**src/rtl/rilbp_pkg.sv**
```systemverilog
package rilbp_pkg;

    localparam int MAX_WIDTH_DEF  = 1024;
    localparam int PIXEL_BITS_DEF = 8;
    localparam int MAX_HEIGHT     = 1024;
    localparam int MIN_SIDE       = 3;
    localparam int ROW_W          = $clog2(MAX_HEIGHT);
    localparam int CFG_W          = 11;
    localparam int CFG_IDX_W      = 2;
    localparam int CODE_W         = 8;

    localparam logic [CFG_IDX_W-1:0] REG_IMAGE_WIDTH  = CFG_IDX_W'(0);
    localparam logic [CFG_IDX_W-1:0] REG_IMAGE_HEIGHT = CFG_IDX_W'(1);

    typedef struct packed {
        logic interior;
        logic row_end;
        logic frame_end;
    } t_meta;

    // smallest of the eight circular rotations of a byte
    function automatic logic [CODE_W-1:0] min_rotation(input logic [CODE_W-1:0] b);
        logic [CODE_W-1:0] best;
        logic [CODE_W-1:0] rot;
        best = b;
        for (int i = 1; i < CODE_W; i++) begin
            rot = (b << i) | (b >> (CODE_W - i));
            if (rot < best) begin
                best = rot;
            end
        end
        return best;
    endfunction

endpackage

```
**src/rtl/rilbp_core.sv**
```systemverilog
module rilbp_core #(
    parameter int PIXEL_BITS = rilbp_pkg::PIXEL_BITS_DEF
) (
    input  logic                              i_clk,
    input  logic                              i_rst_n,
    input  logic                              i_valid,
    output logic                              o_take,
    input  logic [PIXEL_BITS-1:0]             i_upper,
    input  logic [PIXEL_BITS-1:0]             i_middle,
    input  logic [PIXEL_BITS-1:0]             i_pixel,
    input  rilbp_pkg::t_meta                  i_meta,
    output logic                              o_valid,
    input  logic                              i_stall,
    output logic [rilbp_pkg::CODE_W-1:0]      o_code,
    output logic                              o_row_end,
    output logic                              o_frame_end
);

    logic [PIXEL_BITS-1:0]          r_win [3][3];
    logic                           r_s2_valid, r_s2_row_end, r_s2_frame_end;
    logic                           r_out_valid, r_out_row_end, r_out_frame_end;
    logic [rilbp_pkg::CODE_W-1:0]   r_out_code;
    logic [rilbp_pkg::CODE_W-1:0]   cmp_byte;
    logic [PIXEL_BITS-1:0]          nb [8];
    logic                           s2_adv, s1_in;

    assign s2_adv = !r_out_valid || !i_stall;
    assign o_take = !r_s2_valid || s2_adv;
    assign s1_in  = i_valid && o_take;

    always_ff @(posedge i_clk) begin
        if (!i_rst_n) begin
            for (int i = 0; i < 3; i++) begin
                for (int j = 0; j < 3; j++) begin
                    r_win[i][j] <= '0;
                end
            end
        end else if (s1_in) begin
            for (int i = 0; i < 3; i++) begin
                r_win[i][0] <= r_win[i][1];
                r_win[i][1] <= r_win[i][2];
            end
            r_win[0][2] <= i_upper;
            r_win[1][2] <= i_middle;
            r_win[2][2] <= i_pixel;
        end
    end

    // clockwise from top-left, top-left in the MSB
    always_comb begin
        nb[0] = r_win[0][0];
        nb[1] = r_win[0][1];
        nb[2] = r_win[0][2];
        nb[3] = r_win[1][2];
        nb[4] = r_win[2][2];
        nb[5] = r_win[2][1];
        nb[6] = r_win[2][0];
        nb[7] = r_win[1][0];
        for (int i = 0; i < 8; i++) begin
            cmp_byte[7-i] = nb[i] >= r_win[1][1];
        end
    end

    always_ff @(posedge i_clk) begin
        if (!i_rst_n) begin
            r_s2_valid  <= 1'b0;
            r_out_valid <= 1'b0;
        end else begin
            if (s1_in) begin
                r_s2_valid <= i_meta.interior;
            end else if (s2_adv) begin
                r_s2_valid <= 1'b0;
            end
            if (s2_adv) begin
                r_out_valid <= r_s2_valid;
            end
        end
    end

    always_ff @(posedge i_clk) begin
        if (s1_in) begin
            r_s2_row_end   <= i_meta.row_end;
            r_s2_frame_end <= i_meta.frame_end;
        end
        if (s2_adv && r_s2_valid) begin
            r_out_code      <= rilbp_pkg::min_rotation(cmp_byte);
            r_out_row_end   <= r_s2_row_end;
            r_out_frame_end <= r_s2_frame_end;
        end
    end

    assign o_valid     = r_out_valid;
    assign o_code      = r_out_code;
    assign o_row_end   = r_out_row_end;
    assign o_frame_end = r_out_frame_end;

endmodule

```
**config.mk**
```make
export PLATFORM = sky130hd
export DESIGN_NAME = rilbp_core
export DESIGN_NICKNAME = d
export VERILOG_FILES = /design/src/rtl/rilbp_pkg.sv /design/src/rtl/rilbp_core.sv
export SDC_FILE = /design/constraint.sdc
export NUM_CORES = 1
export LEC_CHECK = 0
export ABC_AREA = 1
export BUFFER_PORTS_ARGS = -buffer_cell sky130_fd_sc_hd__buf_2
export CORE_MARGIN = 8
export CORE_UTILIZATION = 40
export DETAILED_ROUTE_END_ITERATION = 10
export GPL_ROUTABILITY_DRIVEN = 0
export SLEW_MARGIN = 5
export SYNTH_ARGS = -nofsm -noshare
export SYNTH_HDL_FRONTEND = slang
export SYNTH_SLANG_ARGS = --single-unit
```
**constraint.sdc**
```tcl
create_clock -name i_clk -period 12.8 [get_ports i_clk]
set_input_delay 2.56 -clock i_clk [delete_from_list [all_inputs] [get_ports i_clk]]
set_output_delay 2.56 -clock i_clk [all_outputs]
set_load 0.02 [all_outputs]
```
==> flow_summary.toml <==
[detailed_routing]
vias_per_cell = 4.73
routed_wl_um = 13200
drt_iter0_markers = 307
drc = 0
vias = 5007
first_pass_iters = 5
antenna_left = 0
wl_per_cell_um = 12.5

[setup_path]
crit_type = "reg2reg"
crit_arrival_ns = 11.67
cp.required_ns = 12.90
endpoint_kind = "flop"
startpoint_type = "flop"
slowest_delay_ns = 0.44
path_max_fanout = 15
slowest_stage = "and3_1"

[sta]
setup-tns-final_ns = 0
clock_skew_ns = 0.00554
timing.final.crit_share_pct = 90.4
max_freq_mhz = 86.5
final_max_slew_viol_count = 0
hold_viol_final = 0
finalWorstPathRequiredPeriod_ns = 11.57
setup_viol = 0
tightest_slew_ns = 0.926
rsz0062_at_grt = "no"
slew-limit-headroom_pct = 38.3

[cells_and_area]
layout_commonest_cell = "nand2_1"
drive_gt1_share_pct = 11.7
final_util_pct = 44.7
multi_input_area_mm2 = 0.00345
nets = 972
seq_area_mm2 = 0.00256
finalInstanceArea_mm2 = 0.00730
syn_to_final_growth_pct = 10.9
fill_cells = 1651
layout_common_cells = "nand2_1, inv_1, nor2_1"
n_antenna_cell = 0

[global_route]
grtUsageMet2_pct = 22.7
grt.busiest_layer = "met2"
grt_max_degree = 73
antenna_found_initial = 0
grtUsageMet3_pct = 3.07
grt_pass1_vias = 4835
grt_overflow = 0
track_usage_pct = 13.5
grt_pass1_wl_um = 22500
use_met1_pct = 17.0

[floorplan]
die_h_um = 144
start_util_pct = 40.3
die_x_um = 144
io_pins = 43
num_rows = 47
core_area_mm2 = 0.0163
die-area_mm2 = 0.0208

[clocking]
post-cts-setup-buffers = 0
htreeDepth = 3
cts_root_buffer = "clkbuf_16"
clockBufferDepth = 2
cts.sinks = 86
clock_latency_ns = 0.35
clkTransAtPathRegs_ns = 0.07
cts_made_buffers = 9
cts_tree = "done"

[synth]
ys_ff_latch = 86
muxShareOfSynthArea_pct = 0
syn-cell-area_mm2 = 0.00658
syn_nets = 934
yosys.area_share.simple_pct = 23.5
synth_top_family_by_area = "simple AND/OR/NAND/NOR gates"
postSynthAreaPerCell_um2 = 8.27
synth_compound_area_share_pct = 8.23
seq_area_frac_synth_pct = 38.9
netlist_instances = 796
synth-xor-area-share_pct = 0
yosysUniqueCellTypes = 28
synthAdderAreaFrac_pct = 20.3
ys_warn_count = 0

[outcome]
outcome = "finished clean"

[placed_design]
dp_hpwl_um = 9730
io_buffer_count = 42
dpl_cell_area_mm2 = 0.00700

[min_path]
hold_class = "reg2reg"

[job]
maxCapViolCount = 0
layout make-up:
class                           count  share of cell area, %
Multi-Input combinational cell    560                   47.3
Sequential cell                    86                   35.1
Inverter                          132                   6.79
Tap cell                          220                   3.77
Timing Repair Buffer               45                   3.19
Clock buffer                        9                   3.08
Clock inverter                      7                  0.788
metal layers:
layer	wire length (um)	part of all wire [%]
met1	6240	47
met4	167	1.3
met5	0	0
met3	365	2.8
met2	6440	49
registers in the layout, summed over array words and instances, names as in the netlist:
name / cells
r_s2_row_end: 1
o_frame_end: 1
o_row_end: 1
o_valid: 1
r_s2_frame_end: 1
o_code: 8
r_s2_valid: 1
r_win: 72
path summary, 6_finish.rpt:
path | cells after the start | from | to | slack (ns)
setup reg to reg | 51 | r_win[0][37] | o_code[0] | 1.23
hold / removal | 0 | r_s2_row_end | o_row_end | 0.42
setup / recovery | 51 | r_win[0][37] | o_code[0] | 1.23
hold reg to reg | 0 | r_s2_row_end | o_row_end | 0.42
cells in the mapped netlist:
cell,count,area share (%)
clkinv_1,3,0.17
dfxtp_1,2,0.61
a21oi_4,1,0.25
a211oi_1,11,1.3
o21ai_0,41,3.1
clkbuf_1,8,0.46
buf_6,2,0.34
a21oi_1,35,2.7
nand4_1,6,0.57
nand3_1,34,2.6
ha_1,107,20
nor3_2,1,0.15
inv_1,129,7.4
nand3_2,1,0.15
nand2_8,1,0.30
nand2_4,6,1.0
buf_4,3,0.34
and2_1,1,0.095
a211oi_2,1,0.19
nand2_2,22,2.1
nand2_1,169,9.6
o21bai_1,4,0.46
o21a_1,2,0.23
o21ai_1,1,0.076
edfxtp_1,84,38
and3_1,6,0.57
buf_2,5,0.38
nor2_1,110,6.3
cell families (layout without fill, tap and decap cells):
| group | count (synthesis) | count (layout) |
|---|---|---|
| flip-flops | 86 | 86 |
| buffers and inverters | 150 | 193 |
| adder cells (fa/ha/maj) | 107 | 107 |
| AND/OR/NAND/NOR | 357 | 357 |
| AO/OA/AOI/OAI | 96 | 96 |
metrics by stage:
step | hold slack [ns] | std cells | setup WS [ns]
2_1_floorplan | 0.400 | 796 | 1.79
3_3_place_gp | 0.401 | 1043 | 0.962
3_5_place_dp | 0.408 | 1043 | 0.677
4_1_cts | 0.420 | 1059 | 0.639
5_1_grt | 0.436 | 1059 | 0.00888
6_report | 0.420 | 1059 | 1.23
worst max-delay path, delay by kind of cell, from the launching register on:
family | cells | cell delay, ns
buf+inv | 3 | 0.89
flops | 1 | 0.35
compound gates | 20 | 4.94
simple gates | 20 | 2.55
fa+ha+maj | 8 | 2.54
what timing repair did:
action                                 4_1_cts  5_1_grt
setup endpoints to repair                    0        8
gates resized for setup                      0        3
hold buffers                                 0        0
endpoints found under the hold margin        0        0
Power is left out: the tool's default activity adds up to more than one toggle a clock period on the data nets, which glitch-free logic cannot reach.
