===== src/rtl/rilbp_pkg.sv =====
package rilbp_pkg;

    localparam int MAX_WIDTH_DEF  = 1024;
    localparam int PIXEL_BITS_DEF = 8;
    localparam int MAX_HEIGHT     = 1024;
    localparam int MIN_SIDE       = 3;
    localparam int ROW_W          = $clog2(MAX_HEIGHT);
    localparam int CFG_W          = 11;
    localparam int CFG_IDX_W      = 2;
    localparam int CODE_W         = 8;

    localparam logic [CFG_IDX_W-1:0] REG_IMAGE_WIDTH  = CFG_IDX_W'(0);
    localparam logic [CFG_IDX_W-1:0] REG_IMAGE_HEIGHT = CFG_IDX_W'(1);

    typedef struct packed {
        logic interior;
        logic row_end;
        logic frame_end;
    } t_meta;

    // smallest of the eight circular rotations of a byte
    function automatic logic [CODE_W-1:0] min_rotation(input logic [CODE_W-1:0] b);
        logic [CODE_W-1:0] best;
        logic [CODE_W-1:0] rot;
        best = b;
        for (int i = 1; i < CODE_W; i++) begin
            rot = (b << i) | (b >> (CODE_W - i));
            if (rot < best) begin
                best = rot;
            end
        end
        return best;
    endfunction

endpackage


===== src/rtl/rilbp_pos.sv =====
module rilbp_pos #(
    parameter int MAX_WIDTH = rilbp_pkg::MAX_WIDTH_DEF
) (
    input  logic                                 i_clk,
    input  logic                                 i_rst_n,
    input  logic                                 i_cfg_we,
    input  logic [rilbp_pkg::CFG_IDX_W-1:0]      i_cfg_index,
    input  logic [rilbp_pkg::CFG_W-1:0]          i_cfg_data,
    input  logic                                 i_adv,
    output logic [$clog2(MAX_WIDTH)-1:0]         o_col,
    output rilbp_pkg::t_meta                     o_meta
);

    localparam int CW    = $clog2(MAX_WIDTH);
    localparam int MW_B  = $clog2(MAX_WIDTH + 1);
    localparam int CMP_W = ((MW_B > rilbp_pkg::CFG_W) ? MW_B : rilbp_pkg::CFG_W) + 1;
    localparam int RW    = rilbp_pkg::ROW_W;

    logic [rilbp_pkg::CFG_W-1:0] r_width, r_height;
    logic [CW-1:0]               r_col, n_col;
    logic [RW-1:0]               r_row, n_row;
    logic [CMP_W-1:0]            w_eff, h_eff, col_nx, row_nx, w_raw, h_raw;
    logic                        row_wrap, frame_wrap;

    assign w_raw = CMP_W'(r_width);
    assign h_raw = CMP_W'(r_height);

    always_comb begin
        if (w_raw < CMP_W'(rilbp_pkg::MIN_SIDE)) begin
            w_eff = CMP_W'(rilbp_pkg::MIN_SIDE);
        end else if (w_raw > CMP_W'(MAX_WIDTH)) begin
            w_eff = CMP_W'(MAX_WIDTH);
        end else begin
            w_eff = w_raw;
        end
        if (h_raw < CMP_W'(rilbp_pkg::MIN_SIDE)) begin
            h_eff = CMP_W'(rilbp_pkg::MIN_SIDE);
        end else if (h_raw > CMP_W'(rilbp_pkg::MAX_HEIGHT)) begin
            h_eff = CMP_W'(rilbp_pkg::MAX_HEIGHT);
        end else begin
            h_eff = h_raw;
        end
    end

    assign col_nx     = CMP_W'(r_col) + CMP_W'(1);
    assign row_nx     = CMP_W'(r_row) + CMP_W'(1);
    assign row_wrap   = col_nx >= w_eff;
    assign frame_wrap = row_nx >= h_eff;

    assign o_col              = r_col;
    assign o_meta.interior    = (r_row >= RW'(2)) && (r_col >= CW'(2));
    assign o_meta.row_end     = row_wrap;
    assign o_meta.frame_end   = row_wrap && frame_wrap;

    always_comb begin
        n_col = r_col;
        n_row = r_row;
        if (i_adv) begin
            if (row_wrap) begin
                n_col = '0;
                n_row = frame_wrap ? '0 : row_nx[RW-1:0];
            end else begin
                n_col = col_nx[CW-1:0];
            end
        end
    end

    always_ff @(posedge i_clk) begin
        if (!i_rst_n) begin
            r_width  <= rilbp_pkg::CFG_W'(rilbp_pkg::MIN_SIDE);
            r_height <= rilbp_pkg::CFG_W'(rilbp_pkg::MIN_SIDE);
            r_col    <= '0;
            r_row    <= '0;
        end else if (i_cfg_we && (i_cfg_index == rilbp_pkg::REG_IMAGE_WIDTH ||
                                  i_cfg_index == rilbp_pkg::REG_IMAGE_HEIGHT)) begin
            // a write to either size register restarts the frame
            if (i_cfg_index == rilbp_pkg::REG_IMAGE_WIDTH) begin
                r_width <= i_cfg_data;
            end else begin
                r_height <= i_cfg_data;
            end
            r_col <= '0;
            r_row <= '0;
        end else begin
            r_col <= n_col;
            r_row <= n_row;
        end
    end

endmodule


===== config.mk =====
export PLATFORM = sky130hd
export DESIGN_NAME = rilbp_pos
export DESIGN_NICKNAME = d
export VERILOG_FILES = /design/src/rtl/rilbp_pkg.sv /design/src/rtl/rilbp_pos.sv
export SDC_FILE = /design/constraint.sdc
export NUM_CORES = 1
export LEC_CHECK = 0
export BUFFER_PORTS_ARGS = -buffer_cell sky130_fd_sc_hd__buf_2
export CAP_MARGIN = 10
export CORE_ASPECT_RATIO = 1.75
export CORE_MARGIN = 2
export CORE_UTILIZATION = 50
export DETAILED_ROUTE_END_ITERATION = 8
export PLACE_DENSITY = 0.79
export SYNTH_ARGS = -nofsm -noshare
export SYNTH_HDL_FRONTEND = slang
export SYNTH_SLANG_ARGS = --single-unit

===== constraint.sdc =====
create_clock -name i_clk -period 5 [get_ports i_clk]
set_input_delay 0.5 -clock i_clk [delete_from_list [all_inputs] [get_ports i_clk]]
set_output_delay 0.5 -clock i_clk [all_outputs]
set_load 0.02 [all_outputs]

==> impl_metrics.yaml, run 1 <==
timing:
  rsz0062_at_grt: "false"
  fin_skew_ns: 0.00716
  tightest_slew_ns: 0.797
  slew_headroom_pct: 46.9
  max_freq_mhz: 259
  fin_tns_setup_ns: 0
  hold_violations: 0
  setup_viol: 0
  min_period_ns: 3.86
  maxSlewViolCount: 0
  period_share_pct: 77.3
die:
  core_area_mm2: 0.00530
  io_pins: 30
  initial_core_util_pct: 52.3
  rows: 35
  die_x_um: 60.3
  dieArea_mm2: 0.00618
  die_h_um: 102
synthesis:
  synth_top_family_by_area: "simple AND/OR/NAND/NOR gates"
  ys_seq_area_share_pct: 30.3
  yosys.area_share.adder_pct: 11.7
  post-synth-top-area-cell: "dfxtp_1"
  synth_area_leaders: "dfxtp_1, ha_1, nand2_1"
  syn_nets: 388
  yosys.area_share.simple_pct: 26.1
  muxShareOfSynthArea_pct: 0
  synth_xor_area_share_pct: 5.06
  yosys-top-cells-count: "nand2_1, dfxtp_1, ha_1"
  syn_inst: 345
  ys_seq_elements: 42
  synth_most_common_cell: "nand2_1"
  ys_warn_count: 0
  synthArstFlopShare_pct: 0
  yosysUniqueCellTypes: 52
  synth_area_per_cell_um2: 8.03
  synth_top_area_share_pct: 30.3
  synthFlopType: "dfxtp_1"
  synth_area_mm2: 0.00277
  synth-compound-area-share_pct: 21.3
  synth_enable_flop_cells: 0
global_routing:
  gr-total-overflow: 0
  grt_max_degree: 27
  antenna_found_initial: 0
  grt_pass1_wl_mm: 10.7
  grt_pass1_vias: 2405
  track_usage_pct: 22.8
clock_network:
  cts.sinks: 42
  clk_latency_ns: 0.30
  cts_hold_buf: 0
  clk_pin_slew_worst_paths_ns: 0.09
  cts_root_buffer: "clkbuf_8"
  cts_tree: "built"
  clockBufferDepth: 2
  cts-resized-gates: 0
  h-tree-depth: 2
  cts_setup_buffers: 0
  cts_buffers: 5
setup_path:
  crit_type: "register to output port"
  cp_slowest_cell: "a21oi_1"
  start_kind: "register"
  worst-r2r-setup-slack_ns: 1.67
  crit_family: "compound AO/OA/AOI/OAI gates"
  arrival_ns: 3.36
  timing.critical_path.buf_inv: 1
  path_cells: "ha_1 -> nand4_1 -> nor2_1 -> xor2_1 -> ha_1 -> and3_1 -> a221o_1 -> a21oi_1 -> nor2_1 -> buf_2"
  worstSetupEndpointType: "output port"
  crit_required_ns: 4.50
  path_max_fanout: 11
  max_stage_delay_ns: 0.63
drt:
  dr.pass1.iters: 4
  num_vias: 2509
  post-route-drc-count: 0
  wirelength_mm: 6.54
  initialDrtViolationCount: 124
  ant_nets: 0
  drt-vias-per-instance: 5.75
  avgRoutedWirePerCell_um: 15.0
pwr:
  leakage_uw: 0.00128
  cellPowerDensity_mw_per_mm2: 242
  ir_worst_vdd_mv: 0.127
finish:
  nFillCells: 503
  post-route-cell-area_mm2: 0.00302
  drive_gt1_share_pct: 13.3
  nNetsFinal: 404
  final-seq-area_um2: 841
  area_growth_pct: 9.12
  n_antenna_cell: 0
  multi_input_area_mm2: 0.00178
flow_run:
  maxCapViolations: 0
placement:
  dp_hpwl_mm: 5.19
  placed_cell_area_mm2: 0.00291
  routabilityCongestion: 0.911
  io_buffers: 29
hold_path:
  min_path_type: "input pin to register"
run_status:
  run_status: "completed"
layout make-up:
cell class | instances | share of cell area (%)
inverters | 15 | 1.86
repair buffers | 29 | 4.80
clock inverters | 2 | 1.24
clock buffers | 6 | 2.40
well taps | 74 | 3.06
flip-flops and latches | 42 | 27.8
multi-input cells | 268 | 58.8
sequential cells by signal, summed over array words and instances (netlist names):
register and count:
r_row 10, o_col 10, r_height 11, r_width 11
path summary, 6_finish.rpt:
| path | end | cells past startpoint | from |
|---|---|---|---|
| worst min-delay path | r_width[1]$_SDFFE_PN1P_ | 3 | i_cfg_data[1] |
| worst max register to register | o_col[9]$_SDFFE_PP0P_ | 10 | o_col[0]$_SDFFE_PP0P_ |
| worst min register to register | r_width[0]$_SDFFE_PN1P_ | 2 | r_width[0]$_SDFFE_PN1P_ |
| worst max-delay path | o_meta[0] | 10 | o_col[0]$_SDFFE_PP0P_ |
cell usage in the layout, fill, tap and decap left out, drive strengths merged, types with 7 or more instances in the layout:
cell and count:
buf 29, nor2 19, nor4 7, inv 13, xor2 8, a32o 9
a21oi 11, xnor2 8, ha 26, nand3 24, dfxtp 42, a21boi 18
nand2 76
routing by layer:
metal  GRT usage [%]  wire, µm
met5               0         0
met4            11.3       215
met3            4.30       239
met2            42.3      3540
met1            23.3      2550
logic make-up (layout without fill, tap and decap cells):
logic type                 Yosys count  after routing
AOI/OAI and AO/OA                   69             69
buffers and inverters               35             52
and+or+nand+nor                    157            157
DFF                                 42             42
adders and majority gates           26             26
xor gates and xnor gates            16             16
metrics by stage:
stage / worst slack (ns) / hold WS, ns / instances / util, % / total power, µW
after floorplan: 1.89 / 0.441 / 345 / - / 438
after global routing: 0.873 / 0.436 / 436 / 57.1 / 764
after global placement: 1.55 / 0.458 / 428 / 55.0 / 464
final: 1.14 / 0.430 / 436 / 57.1 / 733
after CTS: 1.15 / 0.425 / 436 / 57.1 / 735
after detailed placement: 1.50 / 0.473 / 428 / 55.0 / 467
worst min-delay path, delay by kind of cell:
| family | cells | cell delay, ns |
|---|---|---|
| AND/OR/NAND/NOR | 2 | 0.11 |
| buffers and inverters | 1 | 0.09 |
report_power, final:
part / leakage [µW] / switching [µW] / total, µW / internal, µW
Clock: 0.0000514 / 123 / 273 / 149
Sequential: 0.000340 / 8.11 / 351 / 343
Combinational: 0.000890 / 69.9 / 109 / 39.5
Note: power is estimated with default switching activity, not from simulation.
==> inputs of run 2 (changes only) <==
- PLACE_DENSITY: 0.79 -> 0.81
- clock period: 5 -> 3.4 ns (I/O delays scaled with it)
==> run 2 against run 1 <==
The flow now finishes with violations (design-rule violations). Core utilization rose by 1.2 points. Sequential share of layout area fell by 0.43 points. Count of clock-buffer cells in the layout is 1 lower. Setup slack lost 0.95 ns. First-iteration DRC count down 1.6%. Non-clock buffer count rose by 5. Highest routed layer unchanged. Largest power group unchanged. Flip-flop and latch count unchanged. Clock skew is 0.0039 ns higher. Cell count rose by 1.1%. Via count rose by 1.1%.
==> impl_metrics.yaml, run 2 (synthesis gave the netlist of run 1 again) <==
run_status:
  run_status: "finished with violations"
  violations: "design-rule violations"
drt:
  wirelength_mm: 6.44
  ant_nets: 0
  post-route-drc-count: 1
  num_vias: 2537
  initialDrtViolationCount: 122
  drt-vias-per-instance: 5.75
  dr.pass1.iters: 6
  avgRoutedWirePerCell_um: 14.6
setup_path:
  start_kind: "register"
  reg2reg_from: "o_col[1]$_SDFFE_PP0P_"
  crit_type: "register to output port"
  crit_required_ns: 3.06
  path_max_fanout: 6
  crit_start: "o_col[1]$_SDFFE_PP0P_"
  worst-r2r-setup-slack_ns: 0.38
  worstSetupEndpointType: "output port"
  arrival_ns: 2.88
finish:
  area_growth_pct: 11.3
  drive_gt1_share_pct: 17.2
  final_cell_mix: "nand2_1, dfxtp_1, buf_2"
  final-seq-area_um2: 845
  nFillCells: 502
  multi_input_area_mm2: 0.00180
  nNetsFinal: 409
  top_regs: "r_height (11), r_width (11)"
  n_antenna_cell: 0
  final_common_cell: "nand2_1"
timing:
  rsz0062_at_grt: "false"
  tightest_slew_ns: 0.635
  maxSlewViolCount: 0
  slew_headroom_pct: 57.5
  min_period_ns: 3.22
  hold_violations: 0
  setup_viol: 0
  fin_ws_ns: 0.182
  fin_tns_setup_ns: 0
  max_freq_mhz: 311
  fin_skew_ns: 0.0111
  period_share_pct: 94.6
global_routing:
  antenna_found_initial: 0
  gr-total-overflow: 0
  grt_pass1_vias: 2442
  grt_pass1_wl_mm: 10.5
  grt_max_degree: 27
  track_usage_pct: 22.1
hold_path:
  holdCritStartpoint: "i_cfg_data[1]"
  min_path_type: "input pin to register"
clock_network:
  cts_root_buffer: "clkbuf_8"
  clk_latency_ns: 0.30
  clockBufferDepth: 2
  cts_buffers: 5
  h-tree-depth: 2
  cts_tree: "built"
  clk_pin_slew_worst_paths_ns: 0.09
  cts.sinks: 42
pwr:
  power_uw: 1090
  leakage_uw: 0.00131
  cellPowerDensity_mw_per_mm2: 353
  ir_worst_vdd_mv: 0.217
placement:
  io_buffers: 29
  dp_hpwl_mm: 5.03
  routabilityCongestion: 0.926
  pre_cts_slack_ns: 0.348
die:
  die_x_um: 60.3
  dieArea_mm2: 0.00618
  initial_core_util_pct: 52.3
  core_area_mm2: 0.00530
  die_h_um: 102
  rows: 35
  io_pins: 30
flow_run:
  maxCapViolations: 0
run 2: repair_timing:
item / CTS / global route
endpoints found under the setup margin: 0 / 2
hold buffers: 0 / 0
gates resized for setup: 0 / 9
setup buffers: 0 / 2
run 2: where the power goes:
| part | internal, µW | total, µW | leakage, µW | switching (µW) |
|---|---|---|---|---|
| clock network | 220 | 405 | 0.0000585 | 185 |
| logic | 64.5 | 168 | 0.000911 | 104 |
| registers | 504 | 515 | 0.000342 | 10.8 |
run 2: worst paths after layout:
kind                              end  cells after the start
max                         o_meta[0]                     10
min           r_width[1]$_SDFFE_PN1P_                      3
max reg2reg     r_row[9]$_SDFFE_PP0P_                     10
min reg2reg  r_width[10]$_SDFFE_PN0P_                      2
run 2: cell type report:
cell class,instances,share of cell area [%]
multi-input cells,268,58.2
flip-flops and latches,42,27.4
repair buffers,34,5.92
well taps,74,3.00
clock buffers,5,2.23
inverters,15,1.82
clock inverters,3,1.42
run 2: layer usage:
metal	global-route usage, %	vias to the layer above	wire length [µm]
met1	22.6	1191	2480
met2	41.9	68	3570
met5	0	-	0
met4	11.1	0	193
met3	2.66	14	208
li1	-	1264	-
run 2: critical path, stage by stage, from the launching register on:
cell,delay (ns)
dfxtp_1,0.43
ha_2,0.26
nand4_1,0.18
nor2_1,0.17
xor2_1,0.26
ha_1,0.29
and3_1,0.16
a221o_1,0.37
a21oi_2,0.22
nor2_1,0.07
buf_2,0.16
run 2: per-stage QoR:
stage | instance area (µm²) | hold slack, ns | std cells | utilization [%]
6_report | 3090 | 0.269 | 441 | 58.2
4_1_cts | 3050 | 0.268 | 439 | 57.5
5_1_grt | 3090 | 0.279 | 441 | 58.2
3_3_place_gp | 2940 | 0.454 | 431 | 55.4
2_1_floorplan | 2770 | 0.441 | 345 | -
3_5_place_dp | 2940 | 0.475 | 431 | 55.4
==> inputs of run 3 (changes only) <==
- CORE_MARGIN: 2 -> 5
- SKIP_LAST_GASP: default -> 1
==> run 3 against run 2 <==
The run now ends clean. Cell count grew 0.68%. Via count rose by 2.6%. Sequential power about the same. Global-route usage decreased by 1.4 points. Critical path depth fell by 1. Maximum frequency is 1.1% lower. Power down 5.5%. Routed wire length rose by 9.1%. Die area increased by 16%. Setup slack worse by 0.035 ns. First-iteration DRC count up 20%. Critical endpoint unchanged. Largest cell class unchanged.
==> impl_metrics.yaml, run 3 (synthesis gave the netlist of run 1 again) <==
clock_network:
  cts_buffers: 5
  cts_root_buffer: "clkbuf_8"
  cts.sinks: 42
  cts_hold_buf: 0
  clk_latency_ns: 0.30
  clk_pin_slew_worst_paths_ns: 0.09
  cts_tree: "built"
  clockBufferDepth: 2
  h-tree-depth: 2
placement:
  numPlacedInstances: 433
  routabilityCongestion: 0.984
  pre_cts_slack_ns: 0.181
  dp_hpwl_mm: 5.52
  io_buffers: 29
finish:
  final-seq-area_um2: 846
  nFillCells: 527
  final_cell_mix: "nand2_1, dfxtp_1, buf_2"
  n_antenna_cell: 0
  area_growth_pct: 10.9
  top_regs: "r_height (11), r_width (11)"
  layoutNonFillerInstCount: 444
  final_common_cell: "nand2_1"
  drive_gt1_share_pct: 17.4
  multi_input_area_mm2: 0.00180
  nNetsFinal: 410
flow_run:
  maxCapViolations: 0
pwr:
  cellPowerDensity_mw_per_mm2: 335
  power_uw: 1030
  leakage_uw: 0.00130
  ir_worst_vdd_mv: 0.207
timing:
  min_period_ns: 3.25
  max_freq_mhz: 307
  hold_violations: 0
  setup_viol: 0
  tightest_slew_ns: 0.687
  fin_ws_ns: 0.147
  slew_headroom_pct: 54.0
  maxSlewViolCount: 0
  fin_skew_ns: 0.00526
  period_share_pct: 95.7
die:
  io_pins: 30
  dieArea_mm2: 0.00719
  core_area_mm2: 0.00550
  die_x_um: 66.3
  die_h_um: 108
  initial_core_util_pct: 50.4
  rows: 36
setup_path:
  crit_type: "register to output port"
  arrival_ns: 2.91
  path_max_fanout: 6
  start_kind: "register"
  worstSetupEndpointType: "output port"
  crit_required_ns: 3.06
drt:
  drt-vias-per-instance: 5.86
  avgRoutedWirePerCell_um: 15.8
  wirelength_mm: 7.03
  initialDrtViolationCount: 146
  ant_nets: 0
  num_vias: 2604
  post-route-drc-count: 0
  dr.pass1.iters: 4
global_routing:
  grt_pass1_wl_mm: 11.6
  grt_max_degree: 27
  track_usage_pct: 20.7
  gr-total-overflow: 0
  antenna_found_initial: 0
  grt_pass1_vias: 2557
hold_path:
  min_path_type: "input pin to register"
run_status:
  run_status: "completed"
[run 3: changes by cell type in the layout (fill, tap and decap cells not counted), sizes merged]
cell	change
bufinv	-1
inv	-1
clkinvlp	+1
buf	+1
clkinv	+1
[run 3: final timing paths]
check | start | end | slack, ns | cells past startpoint
max | r_row[0]$_SDFFE_PP0P_ | o_meta[0] | 0.15 | 9
min | i_cfg_data[1] | r_width[1]$_SDFFE_PN1P_ | 0.27 | 3
max reg2reg | o_col[1]$_SDFFE_PP0P_ | o_col[7]$_SDFFE_PP0P_ | 0.39 | 11
min reg2reg | r_height[0]$_SDFFE_PN1P_ | r_height[0]$_SDFFE_PN1P_ | 0.48 | 2
[run 3: what timing repair did]
action | in CTS | in global routing
buffers inserted | 0 | 3
setup endpoints to repair | 2 | 2
pin swaps | 0 | 1
gates resized for setup | 2 | 7
[run 3: layer usage]
layer	up-vias	track usage (%)	part of all wire [%]	routed length (µm)
met5	-	0	0	0
met4	0	13.2	5.8	406
met3	31	3.01	3.6	256
met2	78	37.7	53	3720
met1	1225	21.4	38	2650
li1	1270	-	-	-
[run 3: metrics by stage]
stage	cell area [µm²]	util, %	hold WS (ns)	TNS (ns)
after global routing	3070	55.9	0.285	-0.000925
after detailed placement	2940	53.5	0.465	0
after CTS	3030	55.2	0.271	0
after floorplan	2770	-	0.441	0
final	3070	55.9	0.272	0
after global placement	2940	53.5	0.463	0
[run 3: power breakdown]
group | total (µW) | switching [µW] | internal, µW
registers | 516 | 11.7 | 504
clock network | 334 | 190 | 144
logic | 178 | 111 | 67.4
total | 1030 | 312 | 716
[run 3: worst max-delay path, cell delays in order, from the launching register on]
cell and delay (ns):
dfxtp_1 0.47, nand3_2 0.16, or2_1 0.33, xnor2_1 0.16, ha_1 0.32, a22o_1 0.27, o41ai_4 0.40, and2_2 0.29
nor2_1 0.05, buf_2 0.16
[run 3: final cells by class]
cell class / count / share of cell area [%]
Clock inverter: 3 / 0.692
Tap cell: 76 / 3.09
Clock buffer: 5 / 2.24
Inverter: 15 / 1.83
Multi-Input combinational cell: 268 / 58.4
Sequential cell: 42 / 27.5
Timing Repair Buffer: 35 / 6.19
